--- config.mk ---
export PLATFORM = sky130hd
export DESIGN_NAME = sync_byte_packet_deframer_flat
export DESIGN_NICKNAME = d
export VERILOG_FILES = /design/src/rtl/sbpd_pkg.sv /design/src/rtl/sbpd_byte_if.sv /design/src/rtl/sbpd_result_if.sv /design/src/rtl/sbpd_collector.sv /design/src/rtl/sbpd_out_reg.sv /design/src/rtl/sync_byte_packet_deframer.sv /design/src/flat_wrapper.sv
export VERILOG_INCLUDE_DIRS = /design/src /design/src/rtl
export SDC_FILE = /design/constraint.sdc
export NUM_CORES = 1
export LEC_CHECK = 0
export BUFFER_PORTS_ARGS = -buffer_cell sky130_fd_sc_hd__buf_2
export CELL_PAD_IN_SITES_DETAIL_PLACEMENT = 1
export CELL_PAD_IN_SITES_GLOBAL_PLACEMENT = 2
export CORE_ASPECT_RATIO = 2
export CORE_MARGIN = 4
export CORE_UTILIZATION = 44
export CTS_CLUSTER_SIZE = 10
export DETAILED_ROUTE_END_ITERATION = 12
export HOLD_SLACK_MARGIN = 0.06
export PLACE_DENSITY_LB_ADDON = 0.25
export SLEW_MARGIN = 25
export SYNTH_ARGS = -nofsm -noshare
export SYNTH_HDL_FRONTEND = slang
export SYNTH_SLANG_ARGS = --single-unit
--- constraint.sdc ---
create_clock -name i_clk -period 12.7 [get_ports i_clk]
set_clock_uncertainty 0.15 [all_clocks]
set_input_delay 3.81 -clock i_clk [delete_from_list [all_inputs] [get_ports i_clk]]
set_output_delay 3.81 -clock i_clk [all_outputs]
set_load 0.005 [all_outputs]
--- src/rtl/assert_macros.svh ---
// assertion macros shared by the deframer rtl
// no dependencies; included by the modules that carry assertions
`ifndef ASSERT_MACROS_SVH
`define ASSERT_MACROS_SVH

`ifndef SYNTHESIS

// property must hold at every clock edge outside reset
`define SBPD_ASSERT(lbl, clk, rst_n, prop) \
    lbl: assert property (@(posedge clk) disable iff (!rst_n) (prop)) \
        else $error("sbpd assertion failed");

// condition must never be seen at a clock edge outside reset
`define SBPD_NEVER(lbl, clk, rst_n, cond) \
    lbl: assert property (@(posedge clk) disable iff (!rst_n) !(cond)) \
        else $error("sbpd forbidden condition seen");

`else

`define SBPD_ASSERT(lbl, clk, rst_n, prop)
`define SBPD_NEVER(lbl, clk, rst_n, cond)

`endif

`endif

--- src/rtl/sbpd_pkg.sv ---
// types and constants of the sync byte packet deframer
// no dependencies; used by sbpd_collector, sbpd_out_reg and the top level
package sbpd_pkg;

    // byte position within a packet, zero while hunting for sync
    typedef logic [3:0] t_pos;

    localparam logic [7:0] SYNC_RESET = 8'hAA;
    // bytes collected before the checksum byte
    localparam t_pos BODY_LEN = 4'd10;
    // bytes kept for the result: body without the sync byte
    localparam int SHIFT_LEN = 9;

    // one decoded packet
    typedef struct packed {
        logic [7:0]         command;
        logic signed [15:0] setpoint_one;
        logic signed [15:0] setpoint_two;
        logic signed [15:0] setpoint_three;
        logic signed [15:0] setpoint_four;
        logic               checksum_ok;
    } t_result;

    // packet completion from collector to output stage
    typedef struct packed {
        logic    done;
        t_result data;
    } t_result_xfer;

endpackage

--- src/rtl/sbpd_byte_if.sv ---
// valid/ready channel carrying one received byte
// no dependencies
interface sbpd_byte_if;
    logic       valid;
    logic       ready;
    logic [7:0] rx_byte;

    modport source (output valid, output rx_byte, input ready);
    modport sink (input valid, input rx_byte, output ready);
endinterface

--- src/rtl/sbpd_result_if.sv ---
// valid/ready channel carrying one decoded packet
// no dependencies
interface sbpd_result_if;
    logic               valid;
    logic               ready;
    logic [7:0]         command;
    logic signed [15:0] setpoint_one;
    logic signed [15:0] setpoint_two;
    logic signed [15:0] setpoint_three;
    logic signed [15:0] setpoint_four;
    logic               checksum_ok;

    modport source (
        output valid, output command, output setpoint_one, output setpoint_two,
        output setpoint_three, output setpoint_four, output checksum_ok,
        input ready
    );
    modport sink (
        input valid, input command, input setpoint_one, input setpoint_two,
        input setpoint_three, input setpoint_four, input checksum_ok,
        output ready
    );
endinterface

--- src/rtl/sbpd_collector.sv ---
// sync hunt, byte collection and running xor of the packet deframer
// depends on sbpd_pkg and assert_macros.svh
`include "assert_macros.svh"

module sbpd_collector (
    input  logic                  i_clk,
    input  logic                  i_rst_n,
    input  logic                  i_accept,
    input  logic [7:0]            i_rx_byte,
    input  logic [7:0]            i_sync_value,
    output sbpd_pkg::t_result_xfer o_xfer
);

    sbpd_pkg::t_pos r_pos;
    logic [7:0]     r_xor;
    logic [7:0]     r_shift [sbpd_pkg::SHIFT_LEN];

    logic w_idle;
    logic w_last;

    assign w_idle = (r_pos == '0);
    assign w_last = (r_pos == sbpd_pkg::BODY_LEN);

    // position counter and running xor
    always_ff @(posedge i_clk) begin
        if (!i_rst_n) begin
            r_pos <= '0;
            r_xor <= '0;
        end else if (i_accept) begin
            priority if (w_idle) begin
                if (i_rx_byte == i_sync_value) begin
                    r_pos <= 4'd1;
                    r_xor <= i_rx_byte;
                end
            end else if (w_last) begin
                r_pos <= '0;
                r_xor <= '0;
            end else begin
                r_pos <= r_pos + 4'd1;
                r_xor <= r_xor ^ i_rx_byte;
            end
        end
    end

    // body bytes after sync, newest at index zero
    always_ff @(posedge i_clk) begin
        if (i_accept && !w_idle && !w_last) begin
            r_shift[0] <= i_rx_byte;
            for (int i = 1; i < sbpd_pkg::SHIFT_LEN; i++) begin
                r_shift[i] <= r_shift[i-1];
            end
        end
    end

    // packet fields, valid when the checksum byte is taken
    always_comb begin
        o_xfer.done                = i_accept && w_last;
        o_xfer.data.command        = r_shift[8];
        o_xfer.data.setpoint_one   = $signed({r_shift[6], r_shift[7]});
        o_xfer.data.setpoint_two   = $signed({r_shift[4], r_shift[5]});
        o_xfer.data.setpoint_three = $signed({r_shift[2], r_shift[3]});
        o_xfer.data.setpoint_four  = $signed({r_shift[0], r_shift[1]});
        o_xfer.data.checksum_ok    = (r_xor == i_rx_byte);
    end

    `SBPD_NEVER(a_pos_range, i_clk, i_rst_n, r_pos > sbpd_pkg::BODY_LEN)
    `SBPD_ASSERT(a_done_clears, i_clk, i_rst_n, o_xfer.done |=> (r_pos == '0 && r_xor == '0))
    `SBPD_ASSERT(a_hunt_holds, i_clk, i_rst_n, (i_accept && w_idle && i_rx_byte != i_sync_value) |=> r_pos == '0)

endmodule

--- src/rtl/sbpd_out_reg.sv ---
// result register between the collector and the result channel
// depends on sbpd_pkg and assert_macros.svh
`include "assert_macros.svh"

module sbpd_out_reg (
    input  logic                   i_clk,
    input  logic                   i_rst_n,
    input  sbpd_pkg::t_result_xfer i_xfer,
    output logic                   o_space,
    output logic                   o_valid,
    input  logic                   i_ready,
    output sbpd_pkg::t_result      o_data
);

    logic              r_valid;
    sbpd_pkg::t_result r_data;

    // room for a new result when empty or when the held one leaves now
    assign o_space = !r_valid || i_ready;
    assign o_valid = r_valid;
    assign o_data  = r_data;

    always_ff @(posedge i_clk) begin
        if (!i_rst_n) begin
            r_valid <= 1'b0;
        end else if (i_xfer.done) begin
            r_valid <= 1'b1;
        end else if (i_ready) begin
            r_valid <= 1'b0;
        end
    end

    always_ff @(posedge i_clk) begin
        if (i_xfer.done) begin
            r_data <= i_xfer.data;
        end
    end

    `SBPD_NEVER(a_no_overwrite, i_clk, i_rst_n, i_xfer.done && r_valid && !i_ready)

endmodule

--- src/rtl/sync_byte_packet_deframer.sv ---
// top level of the sync byte packet deframer
// depends on sbpd_pkg, sbpd_byte_if, sbpd_result_if, sbpd_collector, sbpd_out_reg

// Takes one received byte per clock cycle on i_in. Bytes are dropped until one
// equals the sync register (reset 0xAA); that byte and the next ten form a
// packet of sync, command, four little-endian signed 16-bit setpoints and an
// xor checksum. No resync inside a packet. On the eleventh byte one result
// transfer is presented on o_out in the following cycle, carrying the fields
// and checksum_ok (xor of the first ten bytes equals the last); bad packets
// are reported, not dropped. The input stays ready every cycle while the
// single result register is empty or being drained, so input stalls only
// while a finished result waits on o_out. The sync register is written via
// i_cfg_we / i_cfg_wdata and should be changed only between packets.
module sync_byte_packet_deframer (
    input  logic                 i_clk,
    input  logic                 i_rst_n,
    input  logic                 i_cfg_we,
    input  logic [7:0]           i_cfg_wdata,
    sbpd_byte_if.sink            i_in,
    sbpd_result_if.source        o_out
);

    logic [7:0]             r_sync_value;
    logic                   w_accept;
    logic                   w_space;
    sbpd_pkg::t_result_xfer w_xfer;
    sbpd_pkg::t_result      w_data;

    // sync value register
    always_ff @(posedge i_clk) begin
        if (!i_rst_n) begin
            r_sync_value <= sbpd_pkg::SYNC_RESET;
        end else if (i_cfg_we) begin
            r_sync_value <= i_cfg_wdata;
        end
    end

    // input handshake
    assign i_in.ready = w_space;
    assign w_accept   = i_in.valid && w_space;

    sbpd_collector u_collector (
        .i_clk        (i_clk),
        .i_rst_n      (i_rst_n),
        .i_accept     (w_accept),
        .i_rx_byte    (i_in.rx_byte),
        .i_sync_value (r_sync_value),
        .o_xfer       (w_xfer)
    );

    sbpd_out_reg u_out_reg (
        .i_clk   (i_clk),
        .i_rst_n (i_rst_n),
        .i_xfer  (w_xfer),
        .o_space (w_space),
        .o_valid (o_out.valid),
        .i_ready (o_out.ready),
        .o_data  (w_data)
    );

    // result channel payload
    assign o_out.command        = w_data.command;
    assign o_out.setpoint_one   = w_data.setpoint_one;
    assign o_out.setpoint_two   = w_data.setpoint_two;
    assign o_out.setpoint_three = w_data.setpoint_three;
    assign o_out.setpoint_four  = w_data.setpoint_four;
    assign o_out.checksum_ok    = w_data.checksum_ok;

endmodule

--- src/flat_wrapper.sv ---
// flat-port wrapper written by rule: the top's interface ports become plain ports
module sync_byte_packet_deframer_flat 
  (i_clk, i_rst_n, i_cfg_we, i_cfg_wdata, i_in_valid, i_in_rx_byte, i_in_ready, o_out_valid, o_out_command, o_out_setpoint_one, o_out_setpoint_two, o_out_setpoint_three, o_out_setpoint_four, o_out_checksum_ok, o_out_ready);
  sbpd_byte_if i_in_i ();
  sbpd_result_if o_out_i ();
  input  logic i_clk;
  input  logic i_rst_n;
  input  logic i_cfg_we;
  input  logic [7:0] i_cfg_wdata;
  input wire logic [$bits(i_in_i.valid)-1:0] i_in_valid;
  input wire logic [$bits(i_in_i.rx_byte)-1:0] i_in_rx_byte;
  output wire logic [$bits(i_in_i.ready)-1:0] i_in_ready;
  output wire logic [$bits(o_out_i.valid)-1:0] o_out_valid;
  output wire logic [$bits(o_out_i.command)-1:0] o_out_command;
  output wire logic [$bits(o_out_i.setpoint_one)-1:0] o_out_setpoint_one;
  output wire logic [$bits(o_out_i.setpoint_two)-1:0] o_out_setpoint_two;
  output wire logic [$bits(o_out_i.setpoint_three)-1:0] o_out_setpoint_three;
  output wire logic [$bits(o_out_i.setpoint_four)-1:0] o_out_setpoint_four;
  output wire logic [$bits(o_out_i.checksum_ok)-1:0] o_out_checksum_ok;
  input wire logic [$bits(o_out_i.ready)-1:0] o_out_ready;
  assign i_in_i.valid = i_in_valid;
  assign i_in_i.rx_byte = i_in_rx_byte;
  assign i_in_ready = i_in_i.ready;
  assign o_out_valid = o_out_i.valid;
  assign o_out_command = o_out_i.command;
  assign o_out_setpoint_one = o_out_i.setpoint_one;
  assign o_out_setpoint_two = o_out_i.setpoint_two;
  assign o_out_setpoint_three = o_out_i.setpoint_three;
  assign o_out_setpoint_four = o_out_i.setpoint_four;
  assign o_out_checksum_ok = o_out_i.checksum_ok;
  assign o_out_i.ready = o_out_ready;
  sync_byte_packet_deframer u_core (.i_clk(i_clk), .i_rst_n(i_rst_n), .i_cfg_we(i_cfg_we), .i_cfg_wdata(i_cfg_wdata), .i_in(i_in_i), .o_out(o_out_i));
endmodule
* After elaboration in Yosys (flattened, before gate mapping)
Memory sizes are Yosys's and may differ from the RTL's. A register that Yosys moved wholly into a read port is not among the register bits. Cells that the tools add are included.
Cells by class: add/sub/neg operators 1, equality and inequality tests 4, multiplexer cells 10, bitwise logic cells 1, reduce and logical (&&, ||, !) cells 11
Operators with widths (number):
- $mux 8 | 3
- $eq 8x8->1 | 2
- $mux 4 | 3
- $xor 8x8->8 | 1
- $add 4x1->4 const B | 1
- $eq 4x4->1 const B | 1
- $logic_and 1x1->1 | 4
- $logic_not 4->1 | 1
- $mux 1 | 4
- $logic_not 1->1 | 3
- $ne 2x1->1 const B | 1
- $reduce_and 2->1 | 1
- $reduce_bool 2->1 | 1
- $logic_or 1x1->1 | 1
Word-level totals: register bits 86, bits in writable memories 72, output and inout port bits 75, memories 1
Memory list:
- u_core.u_collector.r_shift | words 9, width 8, rd ports 9, clocked after memory_dff 1, wr ports 9, line sbpd_collector.sv:16 | logic [7:0] r_shift [sbpd_pkg::SHIFT_LEN];

* Longest topological paths before layout
depth after elaboration 7, depth in mapped cells 7, mapped depth without buffers 6

* By module
From an unflattened synthesis, not the netlist that was laid out.
Unflattened totals: cell total of the unflattened synthesis 315, area total of the unflattened synthesis 5791.8 um^2
Modules (own cells, without submodules):
- sbpd_collector | times used 1, cells an instance 212, area an instance 3253.1 um^2, sequential area each 2402.3 um^2
- sbpd_out_reg | times used 1, cells an instance 77, area an instance 2240.9 um^2, sequential area each 2212.1 um^2
- sync_byte_packet_deframer | times used 1, cells an instance 26, area an instance 297.8 um^2, sequential area each 160.2 um^2

* Worst setup path after synthesis
Ideal clock, no wire load.
path kind input to register, from input o_out_ready, to memory u_core.u_collector.r_shift[0][0], enable pin, setup time 0.526 ns, arrival 7.614 ns, data required time 12.024 ns, slack 4.410 ns, stages on the path 3, path buffers 0, cell sequence nand2b_1 nand2_1 a21oi_1
RTL lines:
- from (decl) | line flat_wrapper.sv:20 | input wire logic [$bits(o_out_i.ready)-1:0] o_out_ready;
- to (decl) | line sbpd_collector.sv:16

* Worst setup path after layout
from input o_out_ready, to output i_in_ready
Between the ends: longest elaborated chain between the ends 1
RTL lines:
- $logic_or 1x1->1 | line sbpd_out_reg.sv:19 | assign o_space = !r_valid || i_ready;
- to (decl) | line flat_wrapper.sv:12 | output wire logic [$bits(i_in_i.ready)-1:0] i_in_ready;
Every way passes these cells.

==> summary.txt <==
Clock network
  – Max Root-Sink Buffers: 2
  – Worst skew pair latency: 0.42 ns
  – Post-CTS Setup Repair Bufs: 0
  – CTS sink cnt: 166
  – Clock slew at reported path FFs: 0.07 ns
  – CTS tree: built
  – Num CTS Buffers: 17
  – Clock root buffer: clkbuf_16
  – Post-CTS sizing: 0
  – H-tree depth: 4
  – Post-CTS Hold Buffers: 0

STA
  – Unrepaired setup endpoints after global routing: no
  – Final TNS setup: 0 ns
  – Final hold vios: 0
  – Min Hold Slack: 0.276 ns
  – Slew margin rel.: 0.316
  – Max Slew Vio Count: 0
  – Fin crit share: 0.650
  – Fin crit period: 8.26 ns
  – Slew at the pin with the worst max-slew slack: 1.03 ns
  – Fmax: 0.121 GHz
  – Final setup vio count: 0

Synthesis
  – Most frequent cell after synthesis: edfxtp_1
  – Register area share after synthesis: 0.824
  – Mean Syn Cell Area: 18.3 um2
  – XOR/XNOR Fraction of Synth Area: 0.0242
  – Synth Area in Simple Gates: 0.0533
  – Top cells by count, synth: edfxtp_1, dfxtp_1, xnor2_1, nand4_1
  – Syn_nets: 340
  – Post-synthesis mux area share: 0.0158
  – Post-synthesis register bit count: 166
  – Async set or reset register ratio after synthesis: 0
  – Synth Warn #: 0
  – Area share of the largest cell type after synthesis: 0.752
  – Top cells by area, synth: edfxtp_1, dfxtp_1, xnor2_1
  – Adder-cell share of the synthesized area: 0.00648
  – Largest area contributor in the netlist: edfxtp_1
  – Number of synthesized flops with an enable pin: 145
  – Synthesized-area fraction occupied by ao, oa, aoi and oai cells: 0.0590
  – Cells after Synth: 316
  – Main combinational cell family by area after synthesis: compound AO/OA/AOI/OAI gates
  – Top FF cell, synth: edfxtp_1
  – Cell Area, Synth: 0.00579 mm2
  – Unique masters post-synth: 30

Final layout
  – Final Util: 0.540
  – Area growth syn-to-layout: 21.1%
  – Footprint of the multi-input gates: 933 um2
  – Number of diodes: 0
  – Layout Nets: 444
  – Share of layout cells above drive strength 1: 0.319
  – Non-filler cells, final: 585
  – Sequential Area: 0.00477 mm2
  – Filler Cell Count: 1249

Power and ir drop
  – Gate power share: 0.020
  – Pwr Total: 0.00110 W
  – Seq pwr share: 0.533
  – Switching pwr: 0.000246 W
  – Clk pwr share: 0.446
  – Peak VDD IR: 0.144 mV
  – Net Sw Frac: 0.222
  – Leakage: 2.50 nW
  – PD cells: 158 mW/mm2
  – Internal power: 0.000859 W

Route
  – Final wirelength: 11000 um
  – 1st-pass router iterations: 4
  – First DRT Iteration DRCs: 161
  – Vias per cell: 5.19
  – WL/cell: 18.8 um
  – Vias: 3034
  – DRC: 0
  – Routed Antenna Nets: 0

Worst setup path
  – Slowest cell on crit path: nand2b_1
  – Cell mode on critical path: buf_2
  – Worst path cell trace: buf_2, nand2b_1, buf_2
  – CP Class: primary input to output pin
  – Reg2reg end: u_core.u_out_reg.o_data[15]$_DFFE_PP_
  – R2R setup slack: 10.08 ns
  – Crit path max fanout: 6
  – CP startpoint: o_out_ready
  – Worst r2r path cells: 3
  – CP arrival: 4.30 ns
  – Max incr delay on CP: 0.22 ns
  – Critical path launch point type: primary input
  – Reg-to-Reg Start: u_core.u_out_reg.o_valid$_SDFFE_PN0P_
  – CP required: 8.74 ns
  – Worst setup EP type: output pin

GRT
  – Largest net degree at the start of global routing: 74
  – Vias in the first global route: 3267
  – Antenna violations before repair: 0
  – Tot GR Track Use: 0.154
  – GR Overflow Total: 0
  – Global-route wire length before repair: 17200 um

Min path
  – Min-Delay Path Class: register to register
  – Hold Path Cell Cnt: 0
  – Min-delay src: u_core.u_collector.r_shift[8][2]$_DFFE_PP_
  – Worst Hold Path EP: u_core.u_out_reg.o_data[67]$_DFFE_PP_

Floorplanning
  – Die X: 89.1 um
  – Rows: 59
  – Core box area: 0.0130 mm2
  – Ports: 96
  – Die footprint: 0.0152 mm2
  – Starting density of the core: 0.446
  – Die height: 170 um

Place
  – Port Buffer Count: 95
  – GP Congestion: 0.775
  – Placed Cells: 553
  – Post-DP HPWL: 7150 um

Outcome
  – Status: completed

Job
  – Max Cap Viol: 0
[through the flow]
step,worst slack [ns],cell area (um2)
after floorplan,4.41,5790
after global placement,4.46,6420
after detailed placement,4.43,6420
after CTS,4.44,7010
after global routing,4.40,7010
final,4.44,7010
[per-layer routing]
layer  part of all wire  GRT usage  wire, um  vias to the layer above
met1               0.37      0.174      4070                     1504
met4              0.021     0.0687       232                        0
met5                  0          0         0                        -
met3              0.054     0.0460       588                       19
met2               0.56      0.262      6100                       88
li1                   -          -         -                     1423
[cells by family after synthesis]
logic type / count (synthesis)
adder cells (fa/ha/maj): 3
multiplexers: 9
AO/OA/AOI/OAI: 44
AND/OR/NAND/NOR: 56
flip-flops: 166
XOR/XNOR: 16
buffers and inverters: 22
[worst max-delay path by stage]
stage	to	slack [ns]	cells past startpoint
2_1_floorplan	u_core.u_collector.r_shift[0][0]$_DFFE_PP_	4.41	3
3_3_place_gp	i_in_ready	4.46	3
3_5_place_dp	i_in_ready	4.43	3
4_1_cts	i_in_ready	4.44	3
5_1_grt	i_in_ready	4.40	3
6_report	i_in_ready	4.44	3
[state kept, by name (all words and copies together), names as in the netlist]
name	count
u_core.u_collector.r_xor	8
u_core.r_sync_value	8
u_core.u_collector.r_shift	72
u_core.u_out_reg.o_valid	1
u_core.u_out_reg.o_data	73
u_core.u_collector.r_pos	4
[worst max-delay path, delay by kind of cell]
kind / cells / cell delay [ns]
buffers and inverters: 2 / 0.26
and+or+nand+nor: 1 / 0.22
[power by group through the flow]
stage               Combinational, W  Clock [W]  Sequential, W
floorplan                  0.0000143          0       0.000601
global placement           0.0000224          0       0.000601
detailed placement         0.0000230          0       0.000601
CTS                        0.0000231   0.000510       0.000589
global route               0.0000252   0.000539       0.000589
finish                     0.0000225   0.000493       0.000589
[cells in the final DEF, fill, tap and decap left out, drive strengths merged, types with 2 or more instances in the layout]
| cell type | count |
|---|---|
| nand3 | 2 |
| ha | 3 |
| o211ai | 9 |
| nor2 | 11 |
| nand2 | 8 |
| nand2b | 9 |
| clkbuf | 17 |
| and3 | 2 |
| a21oi | 10 |
| inv | 17 |
| o21ai | 10 |
| edfxtp | 145 |
| clkinv | 8 |
| mux2i | 8 |
| a21boi | 4 |
| nand4 | 15 |
| a21o | 2 |
| dfxtp | 21 |
| xnor2 | 16 |
| o2111ai | 8 |
| nor2b | 4 |
| buf | 96 |
[layout make-up]
cell class | count | area share
clock buffers | 17 | 0.0607
clock inverters | 15 | 0.0236
inverters | 11 | 0.00589
multi-input cells | 128 | 0.133
flip-flops and latches | 166 | 0.681
well taps | 152 | 0.0271
repair buffers | 96 | 0.0689
Power figures use the tool's default switching activity.
